### src/rtl/core/ptl_pkg.sv
// ----------------------------------------------------------------------------
// ptl_pkg
// Types, codes and fixed widths of the paged translation block.
// ----------------------------------------------------------------------------
package ptl_pkg;

    localparam int OP_W      = 2;
    localparam int VA_W      = 16;
    localparam int PID_W     = 2;
    localparam int WBYTE_W   = 8;
    localparam int ST_W      = 3;
    localparam int PA_W      = 8;
    localparam int PAGE_W    = 6;
    localparam int FRAME_W   = 6;
    localparam int FN_W      = 4;
    localparam int CNT_W     = 16;
    localparam int CFG_W     = 64;
    localparam int CFG_IDX_W = 3;
    localparam int NUM_CFG   = 7;

    localparam logic [OP_W-1:0] OP_READ    = 2'd0;
    localparam logic [OP_W-1:0] OP_WRITE   = 2'd1;
    localparam logic [OP_W-1:0] OP_EXEC    = 2'd2;
    localparam logic [OP_W-1:0] OP_INVALID = 2'd3;

    localparam logic [ST_W-1:0] ST_OK       = 3'd0;
    localparam logic [ST_W-1:0] ST_OOB      = 3'd1;
    localparam logic [ST_W-1:0] ST_PROC     = 3'd2;
    localparam logic [ST_W-1:0] ST_RD_DENY  = 3'd3;
    localparam logic [ST_W-1:0] ST_WR_DENY  = 3'd4;
    localparam logic [ST_W-1:0] ST_EX_DENY  = 3'd5;
    localparam logic [ST_W-1:0] ST_INVALID  = 3'd6;

    localparam logic [CFG_IDX_W-1:0] REG_READABLE   = 3'd4;
    localparam logic [CFG_IDX_W-1:0] REG_WRITABLE   = 3'd5;
    localparam logic [CFG_IDX_W-1:0] REG_EXECUTABLE = 3'd6;

    typedef struct packed {
        logic capture;
        logic mul;
        logic qd;
        logic divide;
        logic deny;
        logic hit_rd;
        logic hit_load;
        logic alloc;
        logic scan_init;
        logic scan_step;
        logic evict;
        logic update;
    } ptl_cmd_t;

    typedef struct packed {
        logic oob;
        logic denied;
        logic hit;
        logic frame_free;
        logic scan_done;
    } ptl_stat_t;

endpackage

### src/rtl/core/paged_translation_lfu_top.sv
// ----------------------------------------------------------------------------
// paged_translation_lfu_top
// Demand-paged address translation with least frequently used replacement.
// ----------------------------------------------------------------------------
// A request is taken when start is high and busy is low; opcode,
// virtual_address and process_id are sampled then; write_byte is not. busy stays
// high until the result is out. The result is shown for one cycle with
// done high; the receiver cannot stall, so it must take it in that cycle.
// After the multiply, quotient and divide steps, the check step ends an
// out-of-bounds or denied request; else a hit reads its page entry, a fault
// with a free frame takes it, and a fault with none runs the victim scan, one
// page entry per cycle from the single-port page store, then evicts; all
// three end with an update step. A new request may be issued in the cycle
// done is high. Config registers (index 0..6: process 0..3 masks, readable,
// writable, executable) are written through cfg_we/cfg_index/cfg_data; the
// user must write them only while idle, as the block does not enforce this.
// Reset sets all masks to ones, unloads every page and frees every frame;
// it takes effect at once, with no clearing pass.
// ----------------------------------------------------------------------------
module paged_translation_lfu_top #(
    parameter int PAGE_BYTES    = 16,
    parameter int NUM_PAGES     = 64,
    parameter int NUM_FRAMES    = 16,
    parameter int NUM_PROCESSES = 4
)
(
    input  logic                              clk,
    input  logic                              rst_n,
    input  logic                              start,
    output logic                              busy,
    input  logic [ptl_pkg::OP_W-1:0]          opcode,
    input  logic [ptl_pkg::VA_W-1:0]          virtual_address,
    input  logic [ptl_pkg::PID_W-1:0]         process_id,
    input  logic [ptl_pkg::WBYTE_W-1:0]       write_byte,
    input  logic                              cfg_we,
    input  logic [ptl_pkg::CFG_IDX_W-1:0]     cfg_index,
    input  logic [ptl_pkg::CFG_W-1:0]         cfg_data,
    output logic                              done,
    output logic [ptl_pkg::ST_W-1:0]          status,
    output logic [ptl_pkg::PA_W-1:0]          physical_address,
    output logic                              page_fault,
    output logic                              replaced,
    output logic [ptl_pkg::PAGE_W-1:0]        victim_page,
    output logic                              writeback,
    output logic [ptl_pkg::FN_W-1:0]          frame_number
);
    import ptl_pkg::*;

    ptl_cmd_t  cmd;
    ptl_stat_t stat;

    // write_byte carries data only; translation does not look at it

    ptl_ctrl u_ctrl
    (
        .clk   (clk),
        .rst_n (rst_n),
        .start (start),
        .busy  (busy),
        .stat  (stat),
        .cmd   (cmd)
    );

    ptl_datapath #(
        .PAGE_BYTES    (PAGE_BYTES),
        .NUM_PAGES     (NUM_PAGES),
        .NUM_FRAMES    (NUM_FRAMES),
        .NUM_PROCESSES (NUM_PROCESSES)
    ) u_dp
    (
        .clk              (clk),
        .rst_n            (rst_n),
        .cmd              (cmd),
        .stat             (stat),
        .opcode           (opcode),
        .virtual_address  (virtual_address),
        .process_id       (process_id),
        .cfg_we           (cfg_we),
        .cfg_index        (cfg_index),
        .cfg_data         (cfg_data),
        .done             (done),
        .status           (status),
        .physical_address (physical_address),
        .page_fault       (page_fault),
        .replaced         (replaced),
        .victim_page      (victim_page),
        .writeback        (writeback),
        .frame_number     (frame_number)
    );

endmodule

### src/rtl/core/ptl_ctrl.sv
// ----------------------------------------------------------------------------
// ptl_ctrl
// Sequencer for one translation request: split, check, fault handling, update.
// ----------------------------------------------------------------------------
module ptl_ctrl
(
    input  logic                 clk,
    input  logic                 rst_n,
    input  logic                 start,
    output logic                 busy,
    input  ptl_pkg::ptl_stat_t   stat,
    output ptl_pkg::ptl_cmd_t    cmd
);
    import ptl_pkg::*;

    localparam logic [3:0] S_IDLE  = 4'd0;
    localparam logic [3:0] S_MUL   = 4'd1;
    localparam logic [3:0] S_QD    = 4'd2;
    localparam logic [3:0] S_DIV   = 4'd3;
    localparam logic [3:0] S_CHK   = 4'd4;
    localparam logic [3:0] S_HIT   = 4'd5;
    localparam logic [3:0] S_SCAN  = 4'd6;
    localparam logic [3:0] S_EVICT = 4'd7;
    localparam logic [3:0] S_UPD   = 4'd8;

    logic [3:0] state_reg;
    logic [3:0] state_next;

    always_ff @(posedge clk or negedge rst_n)
    begin
        if (!rst_n)
        begin
            state_reg <= S_IDLE;
        end
        else
        begin
            state_reg <= state_next;
        end
    end

    always_comb
    begin
        state_next = state_reg;
        cmd        = '0;
        case (state_reg)
            S_IDLE:
            begin
                if (start)
                begin
                    cmd.capture = 1'b1;
                    state_next  = S_MUL;
                end
            end
            S_MUL:
            begin
                cmd.mul    = 1'b1;
                state_next = S_QD;
            end
            S_QD:
            begin
                cmd.qd     = 1'b1;
                state_next = S_DIV;
            end
            S_DIV:
            begin
                cmd.divide = 1'b1;
                state_next = S_CHK;
            end
            S_CHK:
            begin
                if (stat.oob || stat.denied)
                begin
                    cmd.deny   = 1'b1;
                    state_next = S_IDLE;
                end
                else if (stat.hit)
                begin
                    cmd.hit_rd = 1'b1;
                    state_next = S_HIT;
                end
                else if (stat.frame_free)
                begin
                    cmd.alloc  = 1'b1;
                    state_next = S_UPD;
                end
                else
                begin
                    cmd.scan_init = 1'b1;
                    state_next    = S_SCAN;
                end
            end
            S_HIT:
            begin
                cmd.hit_load = 1'b1;
                state_next   = S_UPD;
            end
            S_SCAN:
            begin
                cmd.scan_step = 1'b1;
                if (stat.scan_done)
                begin
                    state_next = S_EVICT;
                end
            end
            S_EVICT:
            begin
                cmd.evict  = 1'b1;
                state_next = S_UPD;
            end
            S_UPD:
            begin
                cmd.update = 1'b1;
                state_next = S_IDLE;
            end
            default:
            begin
                state_next = S_IDLE;
            end
        endcase
    end

    assign busy = (state_reg != S_IDLE);

endmodule

### src/rtl/core/ptl_datapath.sv
// ----------------------------------------------------------------------------
// ptl_datapath
// Page tables, frame allocation, LFU victim scan and result registers.
// ----------------------------------------------------------------------------
module ptl_datapath #(
    parameter int PAGE_BYTES    = 16,
    parameter int NUM_PAGES     = 64,
    parameter int NUM_FRAMES    = 16,
    parameter int NUM_PROCESSES = 4
)
(
    input  logic                              clk,
    input  logic                              rst_n,
    input  ptl_pkg::ptl_cmd_t                 cmd,
    output ptl_pkg::ptl_stat_t                stat,
    input  logic [ptl_pkg::OP_W-1:0]          opcode,
    input  logic [ptl_pkg::VA_W-1:0]          virtual_address,
    input  logic [ptl_pkg::PID_W-1:0]         process_id,
    input  logic                              cfg_we,
    input  logic [ptl_pkg::CFG_IDX_W-1:0]     cfg_index,
    input  logic [ptl_pkg::CFG_W-1:0]         cfg_data,
    output logic                              done,
    output logic [ptl_pkg::ST_W-1:0]          status,
    output logic [ptl_pkg::PA_W-1:0]          physical_address,
    output logic                              page_fault,
    output logic                              replaced,
    output logic [ptl_pkg::PAGE_W-1:0]        victim_page,
    output logic                              writeback,
    output logic [ptl_pkg::FN_W-1:0]          frame_number
);
    import ptl_pkg::*;

    localparam int PG_IW  = $clog2(NUM_PAGES);
    localparam int FR_IW  = (NUM_FRAMES > 1) ? $clog2(NUM_FRAMES) : 1;
    localparam int FC_W   = $clog2(NUM_FRAMES + 1);
    localparam int SC_W   = $clog2(NUM_PAGES + 1);
    localparam int OFF_W  = $clog2(PAGE_BYTES);
    localparam int MEM_W  = FR_IW + CNT_W;
    localparam int PROD_W = VA_W + 32;
    localparam int PHYS_W = 20;

    // floor(2^32 / PAGE_BYTES): quotient estimate is low by at most one
    localparam logic [31:0]     RECIP = 32'((64'd1 << 32) / PAGE_BYTES);
    localparam logic [VA_W-1:0] PB16  = VA_W'(PAGE_BYTES);
    localparam logic [18:0]     VSIZE = 19'(PAGE_BYTES * NUM_PAGES);

    // request capture
    logic [OP_W-1:0]   op_reg;
    logic [VA_W-1:0]   va_reg;
    logic [PID_W-1:0]  pid_reg;

    // address split
    logic [PROD_W-1:0] prod_reg;
    logic [VA_W-1:0]   q0_reg;
    logic [VA_W-1:0]   qd_reg;
    logic [PG_IW-1:0]  pg_reg;
    logic [OFF_W-1:0]  off_reg;
    logic              oob_reg;
    logic [VA_W-1:0]   rem0;

    // config and page flags
    logic [CFG_W-1:0]      cfg_reg [NUM_CFG];
    logic [NUM_PAGES-1:0]  loaded_reg;
    logic [NUM_PAGES-1:0]  modified_reg;
    logic [FC_W-1:0]       fill_reg;

    // frame / use count store, one entry per page
    logic [MEM_W-1:0]  mem [NUM_PAGES];
    logic [MEM_W-1:0]  rd_data_reg;
    logic              mem_re;
    logic              mem_we;
    logic [PG_IW-1:0]  mem_raddr;
    logic [MEM_W-1:0]  mem_wdata;
    logic [FR_IW-1:0]  rd_frame;
    logic [CNT_W-1:0]  rd_count;

    // victim scan
    logic [SC_W-1:0]   scan_cnt_reg;
    logic              scan_issue;
    logic              cmp_vld_reg;
    logic [PG_IW-1:0]  cmp_idx_reg;
    logic              any_reg;
    logic [CNT_W-1:0]  best_cnt_reg;
    logic [FR_IW-1:0]  best_frame_reg;
    logic [PG_IW-1:0]  vp_reg;
    logic              take;

    // working page state
    logic [FR_IW-1:0]  frame_reg;
    logic [CNT_W-1:0]  count_reg;
    logic              fault_reg;
    logic              repl_reg;
    logic              wb_reg;
    logic [PG_IW-1:0]  victim_reg;
    logic [FR_IW-1:0]  alloc_frame;
    logic [FR_IW-1:0]  evict_frame;
    logic [CNT_W-1:0]  count_inc;

    // checks
    logic [PAGE_W-1:0] pg_ext;
    logic [CFG_W-1:0]  perm_mask;
    logic              perm_ok;
    logic [ST_W-1:0]   upd_status;
    logic [PHYS_W-1:0] phys_full;
    logic [FRAME_W-1:0] frame_ext;

    // result registers
    logic              done_reg;
    logic [ST_W-1:0]   status_reg;
    logic [PA_W-1:0]   phys_reg;
    logic              page_fault_reg;
    logic              replaced_reg;
    logic [PAGE_W-1:0] victim_page_reg;
    logic              writeback_reg;
    logic [FN_W-1:0]   frame_number_reg;

    assign rem0     = va_reg - qd_reg;
    assign pg_ext   = PAGE_W'(pg_reg);
    assign rd_frame = rd_data_reg[MEM_W-1:CNT_W];
    assign rd_count = rd_data_reg[CNT_W-1:0];

    always_comb
    begin
        case (op_reg)
            OP_READ:  perm_mask = cfg_reg[REG_READABLE];
            OP_WRITE: perm_mask = cfg_reg[REG_WRITABLE];
            default:  perm_mask = cfg_reg[REG_EXECUTABLE];
        endcase
    end

    assign perm_ok = perm_mask[pg_ext];

    always_comb
    begin
        if (op_reg == OP_INVALID)
        begin
            upd_status = ST_INVALID;
        end
        else if (perm_ok)
        begin
            upd_status = ST_OK;
        end
        else
        begin
            case (op_reg)
                OP_READ:  upd_status = ST_RD_DENY;
                OP_WRITE: upd_status = ST_WR_DENY;
                default:  upd_status = ST_EX_DENY;
            endcase
        end
    end

    assign stat.oob        = oob_reg;
    assign stat.denied     = ({1'b0, pid_reg} >= (PID_W + 1)'(NUM_PROCESSES)) ||
                             !cfg_reg[{1'b0, pid_reg}][pg_ext];
    assign stat.hit        = loaded_reg[pg_reg];
    assign stat.frame_free = (fill_reg < FC_W'(NUM_FRAMES));
    assign stat.scan_done  = cmp_vld_reg && (cmp_idx_reg == PG_IW'(NUM_PAGES - 1));

    assign scan_issue  = (scan_cnt_reg < SC_W'(NUM_PAGES));
    assign take        = loaded_reg[cmp_idx_reg] && (!any_reg || rd_count < best_cnt_reg);
    assign alloc_frame = FR_IW'(fill_reg);
    assign evict_frame = any_reg ? best_frame_reg : '0;
    assign count_inc   = (count_reg == '1) ? count_reg : count_reg + 1'b1;
    assign phys_full   = PHYS_W'(frame_reg) * PHYS_W'(PAGE_BYTES) + PHYS_W'(off_reg);
    assign frame_ext   = FRAME_W'(frame_reg);

    assign mem_re    = cmd.hit_rd || (cmd.scan_step && scan_issue);
    assign mem_raddr = cmd.scan_step ? PG_IW'(scan_cnt_reg) : pg_reg;
    assign mem_we    = cmd.alloc || cmd.evict || (cmd.update && op_reg != OP_INVALID);

    always_comb
    begin
        if (cmd.alloc)
        begin
            mem_wdata = {alloc_frame, {CNT_W{1'b0}}};
        end
        else if (cmd.evict)
        begin
            mem_wdata = {evict_frame, {CNT_W{1'b0}}};
        end
        else
        begin
            mem_wdata = {frame_reg, count_inc};
        end
    end

    always_ff @(posedge clk)
    begin
        if (mem_we)
        begin
            mem[pg_reg] <= mem_wdata;
        end
        if (mem_re)
        begin
            rd_data_reg <= mem[mem_raddr];
        end
    end

    // control state
    always_ff @(posedge clk or negedge rst_n)
    begin
        if (!rst_n)
        begin
            for (int i = 0; i < NUM_CFG; i++)
            begin
                cfg_reg[i] <= '1;
            end
            loaded_reg   <= '0;
            modified_reg <= '0;
            fill_reg     <= '0;
            done_reg     <= 1'b0;
            scan_cnt_reg <= '0;
            cmp_vld_reg  <= 1'b0;
            any_reg      <= 1'b0;
        end
        else
        begin
            done_reg <= cmd.deny || cmd.update;
            if (cfg_we && cfg_index < CFG_IDX_W'(NUM_CFG))
            begin
                cfg_reg[cfg_index] <= cfg_data;
            end
            if (cmd.alloc)
            begin
                loaded_reg[pg_reg]   <= 1'b1;
                modified_reg[pg_reg] <= 1'b0;
                fill_reg             <= fill_reg + 1'b1;
            end
            if (cmd.evict)
            begin
                if (any_reg)
                begin
                    loaded_reg[vp_reg]   <= 1'b0;
                    modified_reg[vp_reg] <= 1'b0;
                end
                loaded_reg[pg_reg]   <= 1'b1;
                modified_reg[pg_reg] <= 1'b0;
            end
            if (cmd.update && op_reg == OP_WRITE && perm_ok)
            begin
                modified_reg[pg_reg] <= 1'b1;
            end
            if (cmd.scan_init)
            begin
                scan_cnt_reg <= '0;
                cmp_vld_reg  <= 1'b0;
                any_reg      <= 1'b0;
            end
            if (cmd.scan_step)
            begin
                if (scan_issue)
                begin
                    scan_cnt_reg <= scan_cnt_reg + 1'b1;
                    cmp_vld_reg  <= 1'b1;
                end
                else
                begin
                    cmp_vld_reg <= 1'b0;
                end
                if (cmp_vld_reg && take)
                begin
                    any_reg <= 1'b1;
                end
            end
        end
    end

    // payload
    always_ff @(posedge clk)
    begin
        if (cmd.capture)
        begin
            op_reg    <= opcode;
            va_reg    <= virtual_address;
            pid_reg   <= process_id;
            fault_reg <= 1'b0;
            repl_reg  <= 1'b0;
            wb_reg    <= 1'b0;
            victim_reg <= '0;
        end
        if (cmd.mul)
        begin
            prod_reg <= {32'b0, va_reg} * {{VA_W{1'b0}}, RECIP};
        end
        if (cmd.qd)
        begin
            q0_reg <= prod_reg[PROD_W-1:32];
            qd_reg <= prod_reg[PROD_W-1:32] * PB16;
        end
        if (cmd.divide)
        begin
            oob_reg <= ({3'b0, va_reg} >= VSIZE);
            if (rem0 >= PB16)
            begin
                pg_reg  <= PG_IW'(q0_reg + 1'b1);
                off_reg <= OFF_W'(rem0 - PB16);
            end
            else
            begin
                pg_reg  <= PG_IW'(q0_reg);
                off_reg <= OFF_W'(rem0);
            end
        end
        if (cmd.scan_step)
        begin
            if (scan_issue)
            begin
                cmp_idx_reg <= PG_IW'(scan_cnt_reg);
            end
            if (cmp_vld_reg && take)
            begin
                best_cnt_reg   <= rd_count;
                best_frame_reg <= rd_frame;
                vp_reg         <= cmp_idx_reg;
            end
        end
        if (cmd.hit_load)
        begin
            frame_reg <= rd_frame;
            count_reg <= rd_count;
        end
        if (cmd.alloc)
        begin
            frame_reg <= alloc_frame;
            count_reg <= '0;
            fault_reg <= 1'b1;
        end
        if (cmd.evict)
        begin
            frame_reg  <= evict_frame;
            count_reg  <= '0;
            fault_reg  <= 1'b1;
            repl_reg   <= any_reg;
            wb_reg     <= any_reg && modified_reg[vp_reg];
            victim_reg <= any_reg ? vp_reg : '0;
        end
        if (cmd.deny)
        begin
            status_reg       <= oob_reg ? ST_OOB : ST_PROC;
            phys_reg         <= '0;
            page_fault_reg   <= 1'b0;
            replaced_reg     <= 1'b0;
            victim_page_reg  <= '0;
            writeback_reg    <= 1'b0;
            frame_number_reg <= '0;
        end
        if (cmd.update)
        begin
            status_reg       <= upd_status;
            phys_reg         <= phys_full[PA_W-1:0];
            page_fault_reg   <= fault_reg;
            replaced_reg     <= repl_reg;
            victim_page_reg  <= PAGE_W'(victim_reg);
            writeback_reg    <= wb_reg;
            frame_number_reg <= frame_ext[FN_W-1:0];
        end
    end

    assign done             = done_reg;
    assign status           = status_reg;
    assign physical_address = phys_reg;
    assign page_fault       = page_fault_reg;
    assign replaced         = replaced_reg;
    assign victim_page      = victim_page_reg;
    assign writeback        = writeback_reg;
    assign frame_number     = frame_number_reg;

endmodule

### config.mk
export PLATFORM = sky130hd
export DESIGN_NAME = paged_translation_lfu_top
export DESIGN_NICKNAME = d
export VERILOG_FILES = /design/src/rtl/core/ptl_pkg.sv /design/src/rtl/core/paged_translation_lfu_top.sv /design/src/rtl/core/ptl_ctrl.sv /design/src/rtl/core/ptl_datapath.sv
export SDC_FILE = /design/constraint.sdc
export NUM_CORES = 2
export LEC_CHECK = 0
export BUFFER_PORTS_ARGS = -buffer_cell sky130_fd_sc_hd__buf_2
export CORE_ASPECT_RATIO = 1.4
export CORE_MARGIN = 2
export CORE_UTILIZATION = 30
export DETAILED_ROUTE_END_ITERATION = 12
export PLACE_DENSITY = 0.53
export RECOVER_POWER = 100
export SLEW_MARGIN = 10
export SYNTH_ARGS = -nofsm -noshare
export SYNTH_HDL_FRONTEND = slang
export SYNTH_HIERARCHICAL = 1
export SYNTH_SLANG_ARGS = --single-unit
### constraint.sdc
create_clock -name clk -period 7 [get_ports clk]
set_input_delay 0.7 -clock clk [delete_from_list [all_inputs] [get_ports clk]]
set_output_delay 0.7 -clock clk [all_outputs]
set_load 0.02 [all_outputs]
==> results.py <==
metrics = {
    "synth": {
        "synth_area_um2": 84800,
        "synth_flop_cell": "edfxtp_1",
        "avgSynthCellArea_um2": 17.19,
        "syn_nets": 5064,
        "syn_inst": 4934,
        "synthDistinctLibCells": 80,
        "ys_seq_area_frac": 0.6887,
        "ys_ff_latch": 2031,
        "synth_warnings": 6,
        "synth_edf_count": 1419,
        "synthArstFlopShare": 0.2930,
    },
    "power_and_ir_drop": {
        "switching_share": 0.2965,
        "combPwrFrac": 0.225,
        "clkPwrFrac": 0.317,
        "powerDensity_nw_per_um2": 353.6,
        "ir_worst_vdd_v": 0.0002103,
        "intPower_mw": 24.28,
        "pwr-share-seq": 0.458,
        "power.leakage_nw": 32.70,
        "p_switching_mw": 10.23,
    },
    "routing": {
        "drt-total-wl_mm": 241.4,
        "via_per_inst": 5.178,
        "wl_per_cell_um": 26.50,
        "vias": 47170,
        "drc": 0,
        "ant_nets": 0,
        "drtIter0Drc": 4145,
        "dr.pass1.iters": 5,
    },
    "layout": {
        "multiInputGateArea_um2": 25070,
        "n_fill_cell": 26960,
        "largest_reg_flops": 1280,
        "regArea_um2": 58400,
        "drive_above_1_share": 0.3678,
        "syn_to_final_growth_pct": 15.09,
        "layout_commonest_cell": "edfxtp_1",
        "nets": 5330,
        "final_cell_mix": "1419 x edfxtp_1, 457 x mux2_2, 448 x dfstp_2, 423 x mux4_2, 392 x nand2_1",
        "final_cells": 9108,
    },
    "floorplanning": {
        "die_w_um": 453.3,
        "core_um2": 282100,
        "die_y_um": 633.1,
        "ios": 125,
        "die_area_um2": 287000,
        "fp-row-count": 231,
        "initial_utilization": 0.3006,
    },
    "critical_path": {
        "r2r_start": "u_dp/pg_ext[1]",
        "path_class": "register to register",
        "crit_chain": "buf_4 -> clkbuf_1 -> or2_2 -> o22ai_1 -> nor4_1 -> o22ai_1 -> nor2_1 -> nand3_1 -> nor2_1 -> and3_1 -> or2_2 -> a21oi_4 -> nor3_1 -> clkbuf_2",
        "required_ps": 7470,
        "crit_path_start": "u_dp/pg_ext[1]",
        "crit_arrival_ps": 6790,
        "start_kind": "register",
        "critical_path.top_delay_family": "simple AND/OR/NAND/NOR gates",
        "cp_slowest_cell": "clkbuf_1",
        "critPathMaxStageDelay_ps": 720,
        "cp_max_fo": 20,
        "end_kind": "register",
        "path_buf_inv": 3,
    },
    "sta": {
        "fin_crit_ps": 6321,
        "fin_crit_sh": 0.9030,
        "rsz0062_at_grt": "false",
        "hold_viol_final": 0,
        "relSlewSlack": -1.874,
        "fin_ws_ps": 678.8,
        "final_max_slew_viol_count": 1089,
        "worst_slew_pin_slew_ps": 4311,
        "holdWs_ps": 121.7,
        "setup-tns-final_ps": 0,
        "fmax_mhz": 158.2,
        "finalClockSkew_ps": 47.12,
        "setup_viol": 0,
    },
    "placed_design": {
        "dp_worst_setup_slack_ps": 1371,
        "gp_congestion": 0.8311,
        "port_buffers": 116,
        "hpwl_mm": 149.7,
        "dpl.cell_count": 8698,
    },
    "job": {
        "drv_cap": 23,
    },
    "clock_tree": {
        "cts.sinks": 2031,
        "root_buffer": "clkbuf_16",
        "cts.path.max_buffers": 3,
        "cts_buffers": 207,
        "clk_latency_ps": 880,
        "clk_pin_slew_worst_paths_ps": 60,
        "h-tree-depth": 4,
        "cts.repair.resized": 0,
        "postCtsSetupBuffers": 0,
        "cts_tree": "done",
        "cts-hold-fix-buffers": 20,
    },
    "outcome": {
        "status": "finished, violations left",
        "violations": "max-capacitance violations, max-slew violations",
    },
    "grt": {
        "grt_pass1_wl_mm": 349.3,
        "grt-ovfl-total": 0,
        "antenna_found_initial": 19,
        "grt.total_usage": 0.1658,
        "grt_pass1_vias": 48610,
        "grt_max_degree": 123,
    },
    "min_path": {
        "hold_path.class": "input port to register",
        "holdCritStartpoint": "virtual_address[6]",
    },
}
==> layer usage <==
metal,routed length (um),up-vias,track usage
met5,26,-,0
met4,8825,4,0.05903
met3,10640,414,0.02253
met2,126900,1322,0.2968
met1,94990,25400,0.2028
li1,-,20030,-
==> worst paths after layout <==
kind	to	slack, ps	cells after the start
worst max-delay path	u_dp/mem[33][4]	680	14
worst min-delay path	u_dp/va_reg[6]	120	1
worst max register to register	u_dp/mem[33][4]	680	14
worst min register to register	u_dp/off_reg[2]	420	0
max in group asynchronous	u_dp/cfg_reg[147]	2880	3
min in group asynchronous	u_dp/modified_reg[8]	530	2
==> cells in the mapped netlist (all sizes together), types with 17 or more instances <==
cell / instances / area [um2]
edfxtp: 1419 / 42610
mux2: 460 / 5180
dfstp: 448 / 11770
mux4: 423 / 9527
nand2: 392 / 1471
clkbuf: 189 / 709.4
nor2: 155 / 581.8
dfrtp: 147 / 3679
o21ai: 138 / 690.7
buf: 125 / 743.2
mux2i: 105 / 1051
a211oi: 104 / 815.8
and2: 103 / 644.4
a31oi: 73 / 456.7
a21oi: 68 / 340.3
o211ai: 62 / 465.5
inv: 45 / 168.9
o22ai: 43 / 269.0
a22oi: 41 / 307.8
a311oi: 41 / 365.3
nand3: 41 / 210.2
ha: 30 / 375.4
nor3: 27 / 135.1
nand2b: 22 / 137.6
nand4: 19 / 118.9
dfxtp: 17 / 340.3
==> stage by stage <==
stage               utilization  total power, mW  instance area, um2
finish                   0.3460            34.51               97600
global route             0.3460            35.87               97600
CTS                      0.3476            35.01               98060
detailed placement       0.3232            24.01               91180
global placement         0.3232            23.80               91180
floorplan                     -            20.63               84800
==> power by group through the flow <==
stage	clock [mW]	sequential [mW]	combinational (mW)
finish	10.9	15.8	7.76
global route	11.7	15.9	8.30
CTS	11.2	15.8	8.01
detailed placement	0	16.0	7.98
global placement	0	16.0	7.83
floorplan	0	15.9	4.77
==> final cells by class <==
type,count,area share
antenna,2,0.00005128
inverter,46,0.001769
clock buffer,280,0.05766
clock inverter,107,0.01076
tap,3728,0.04779
sequential,2031,0.5984
multi-input combinational,2543,0.2568
timing repair buffer,371,0.02681
==> kinds of logic after synthesis <==
logic type	share of synthesized area
flip-flops	0.6887
multiplexers	0.1858
AND/OR/NAND/NOR	0.04589
AO/OA/AOI/OAI	0.05332
buffers and inverters	0.01917
adder cells (fa/ha/maj)	0.004662
XOR/XNOR	0.002479
Power figures use the tool's default switching activity.
